$ cat src/hw/rtl/gwb_div.sv
// restoring divider for the end-of-frame threshold, one quotient bit a cycle
// result is truncated toward zero and clamped to 0..256; no package dependency
module gwb_div (
    input  logic               clk,
    input  logic               rst_n,
    input  logic               start,
    input  logic signed [47:0] num,
    input  logic signed [31:0] den,
    output logic               busy,
    output logic [8:0]         quotient
);

    logic        busy_reg;
    logic [3:0]  cnt_reg;
    logic [47:0] rem_reg;
    logic [39:0] dsh_reg;
    logic [8:0]  q_reg;
    logic        fits;
    logic [47:0] num_mag;
    logic [31:0] den_mag;

    assign num_mag = num[47] ? 48'(-num) : 48'(num);
    assign den_mag = den[31] ? 32'(-den) : 32'(den);
    assign fits = rem_reg >= {8'b0, dsh_reg};

    always_ff @(posedge clk or negedge rst_n)
    begin
        if (!rst_n)
        begin
            busy_reg <= 1'b0;
            cnt_reg <= 4'd0;
            q_reg <= 9'd0;
        end
        else if (start)
        begin
            cnt_reg <= 4'd8;
            q_reg <= 9'd0;
            // zero divisor, zero dividend or negative quotient all give zero
            busy_reg <= !(den == 32'sd0 || num == 48'sd0 || num[47] != den[31]);
        end
        else if (busy_reg)
        begin
            if (cnt_reg == 4'd8)
            begin
                if (fits)
                begin
                    q_reg <= 9'd256;
                    busy_reg <= 1'b0;
                end
            end
            else
            begin
                q_reg <= {q_reg[7:0], fits};
                if (cnt_reg == 4'd0)
                begin
                    busy_reg <= 1'b0;
                end
            end
            cnt_reg <= cnt_reg - 4'd1;
        end
    end

    always_ff @(posedge clk)
    begin
        if (start)
        begin
            rem_reg <= num_mag;
            dsh_reg <= {den_mag, 8'b0};
        end
        else if (busy_reg)
        begin
            if (fits && cnt_reg != 4'd8)
            begin
                rem_reg <= rem_reg - {8'b0, dsh_reg};
            end
            dsh_reg <= {1'b0, dsh_reg[39:1]};
        end
    end

    assign busy = busy_reg;
    assign quotient = q_reg;

endmodule

$ cat config.mk
export PLATFORM = sky130hd
export DESIGN_NAME = gwb_div
export DESIGN_NICKNAME = d
export VERILOG_FILES = /design/src/hw/rtl/gwb_div.sv
export SDC_FILE = /design/constraint.sdc
export NUM_CORES = 1
export LEC_CHECK = 0
export BUFFER_PORTS_ARGS = -buffer_cell sky130_fd_sc_hd__buf_4
export CAP_MARGIN = 20
export CELL_PAD_IN_SITES_DETAIL_PLACEMENT = 0
export CELL_PAD_IN_SITES_GLOBAL_PLACEMENT = 2
export CORE_MARGIN = 3
export CORE_UTILIZATION = 35
export CTS_BUF_LIST = sky130_fd_sc_hd__clkbuf_16
export DETAILED_ROUTE_END_ITERATION = 7
export PLACE_DENSITY = 0.8
export REMOVE_ABC_BUFFERS = 1
export SLEW_MARGIN = 10
export SYNTH_ARGS = -nofsm -noshare
export SYNTH_HDL_FRONTEND = slang
export SYNTH_SLANG_ARGS = --single-unit
$ cat constraint.sdc
create_clock -name clk -period 7.4 [get_ports clk]
set_input_delay 0.37 -clock clk [delete_from_list [all_inputs] [get_ports clk]]
set_output_delay 0.37 -clock clk [all_outputs]
set_load 0.02 [all_outputs]
==> results by group <==
Outcome
  • Status: finished, final reports clean

STA
  • Final Cycle Share: 0.5172
  • Achievable Freq: around 260 MHz
  • RSZ-0062 raised after global routing: no
  • Final setup skew: ~0.01 ns
  • Final-report max-slew violation count: 0
  • Final setup vio count: 0
  • Final setup margin: about 3.6 ns
  • TNS Setup: 0 ns
  • Relative slew slack: 0.3466
  • Fin Hold WS: about 0.32 ns
  • Min Tclk post-route: 3.827 ns
  • Hold Fails Final Rpt: 0
  • Slew @ Worst Pin: a little under 1 ns

Critical path
  • Nature of the critical path startpoint: flip-flop
  • Worst endpoint required time: 7.43 ns
  • Worst EP arrival: between 3 and 4 ns
  • Critical path peak fanout: 48
  • WS Path Type: reg2reg
  • Worst Setup End Kind: flip-flop

Floorplan
  • FP Rows: 56
  • Initial Utilization: 0.3583
  • Placeable Area: 23,610 um^2
  • Io pins: 93
  • Die Wd: between 150 and 200 um
  • Die Y: roughly 160 um
  • Die area: about 26,000 um^2

Detailed routing
  • Via count: slightly above 7k
  • First-iteration detailed-routing DRC count: 402
  • Average routed wire per standard cell: approximately 17 um
  • Final antenna-violating net count: 0
  • Drc violations: 0
  • Total wire length: ~23,000 um
  • Vias/cell: about 5.3
  • Drt pass-1 iters: 5

Layout
  • Fillers: 2,457
  • Area taken by multi-input logic gates: ~5100 um^2
  • Register area: just under 3000 um^2
  • Diode count: 0
  • Most frequent cells in the layout: 113 x nand2_1, 98 x buf_4, 88 x xnor2_1
  • Commonest non-fill, non-tap cell in the layout: nand2_1
  • Layout cells sized above 1: 0.1246
  • Layout Utilization: 0.4114
  • Max reg flops: 48
  • Fin area: 9714 um^2
  • Finished Layout Cells: approximately 1.4k
  • Area delta synth->final: 14.84%
  • Fin nets: 1,166

Run
  • MaxCap Viol Count: 0

Global routing
  • Vias in the first global route: 6,786
  • GRT overflow: 0
  • Initial antenna violation count: 0
  • GRT Total Usage: 0.1753
  • Largest net degree at the start of global routing: 71
  • First-pass GRT wire length: roughly 37,000 um

Power
  • P_int: between 1.5 and 2 mW
  • Sw frac: 0.4050
  • Power density cells: roughly 270 nW/um^2
  • Reg power frac: 0.312
  • Switch Pwr: around 1.1 mW
  • Total power: about 2.7 mW
  • Logic pwr share: 0.500
  • VDD IR-drop max: between 0.1 and 0.15 mV
  • Leakage power figure: 3.828 nW
  • Clk pwr share: 0.188

Min path
  • Tightest Hold Check Type: in2reg

Logic synthesis
  • Post-Synth Adder-Cell Area: 0.06745
  • Syn Inst Count: 980
  • Post-synthesis xor/xnor area fraction: 0.1232
  • Multiplexer area fraction after synthesis: 0.01657
  • Prevailing post-synth register cell: edfxtp_1
  • Register area share after synthesis: 0.3443
  • Unique masters post-synth: 65
  • Post-synth EDFFs: 80
  • Netlist Area Pre-Place: roughly 8500 um^2
  • Largest family of logic cells by synthesized area: compound AO/OA/AOI/OAI gates
  • Avg Cell Area, Syn: roughly 8.6 um^2
  • Syn. warnings: 0
  • Compound-Gate Fraction of Synth Area: 0.2284
  • Synth Register Bits: between 100 and 150
  • Ys async rst share: 0.1373
  • Post-synthesis simple-gate area fraction: 0.1694

Clock tree
  • TritonCTS clock tree: yes
  • Post-CTS Hold Fix Bufs: 1
  • Clock-pin transition on the worst setup and hold timing paths: 0.08 ns
  • H-tree levels: 3
  • Post-CTS Setup Repair Bufs: 0
  • CTS sink count: 102
  • Cts bufs inserted: 9
  • Worst skew pair latency: ~0.35 ns
  • # resized after CTS: 0
  • Root buffer cell: clkbuf_16
  • Clk buf depth: 2

Place
  • PortBufs: 92
  • Pre-CTS setup slack: 3.631 ns
  • Inst Count DP: about 1.3k
  • Post-DP HPWL: roughly 18,000 um
  • Placed Instance Area: 9400 um^2
  • RePlAce Congestion: between 0.9 and 1
[cell usage after synthesis (18+ instances only)]
master / number / area, um^2
nand2_1: 113 / 424.2
nor2_1: 55 / 206.5
nor3_1: 18 / 90.09
o31ai_1: 36 / 270.3
xnor2_1: 88 / 770.7
a21oi_1: 63 / 315.3
a21o_1: 28 / 210.2
xor2_1: 31 / 271.5
edfxtp_1: 80 / 2402
a22o_1: 20 / 175.2
ha_1: 44 / 550.5
o21ai_0: 72 / 360.4
clkbuf_1: 44 / 165.2
inv_1: 62 / 232.7
[final timing paths]
| kind | slack [ns] | end | cells past startpoint | from |
|---|---|---|---|---|
| setup / recovery | 3.57 | rem_reg[16] | 11 | rem_reg[13] |
| hold / removal | 0.32 | dsh_reg[39] | 2 | den[30] |
| setup reg to reg | 3.57 | rem_reg[16] | 11 | rem_reg[13] |
| hold reg to reg | 0.52 | dsh_reg[0] | 2 | dsh_reg[0] |
| max in group asynchronous | 6.82 | cnt_reg[3] | 2 | rst_n |
| min in group asynchronous | 0.41 | busy | 2 | rst_n |
[layout make-up]
type,count,area share
Clock inverter,7,0.008114
Tap cell,319,0.04109
Clock buffer,9,0.02318
Multi-Input combinational cell,764,0.5270
Inverter,62,0.02396
Timing Repair Buffer,99,0.07676
Sequential cell,102,0.2998
[logic make-up after synthesis]
family / count (synthesis)
simple gates: 294
mux: 14
flops: 102
xor+xnor: 119
compound gates: 292
fa+ha+maj: 45
buf+inv: 114
[power by group through the flow]
stage,Clock (mW),Sequential (mW),Combinational (mW)
final,0.499,0.829,1.33
after global routing,0.535,0.841,1.49
after CTS,0.518,0.829,1.33
after detailed placement,0,0.841,1.31
after global placement,0,0.838,1.33
after floorplan,0,0.830,0.956
[per-layer routing]
metal / global-route usage / vias to the layer above / share of wire
li1: - / 3675 / -
met1: 0.2882 / 3384 / 0.56
met2: 0.2402 / 127 / 0.39
met3: 0.01744 / 13 / 0.037
met4: 0.04419 / 0 / 0.0096
met5: 0 / - / 0
[critical path, cell delays in order, from the launching register on]
cell,delay [ns]
edfxtp_1,0.37
ha_1,0.41
a21oi_1,0.34
o21bai_1,0.10
a21oi_1,0.20
nand4_1,0.15
a221oi_1,0.74
o21ai_0,0.25
a21oi_2,0.35
or2_2,0.19
nand2b_2,0.05
buf_4,0.32
No activity file was read; power rests on OpenSTA's default activity.
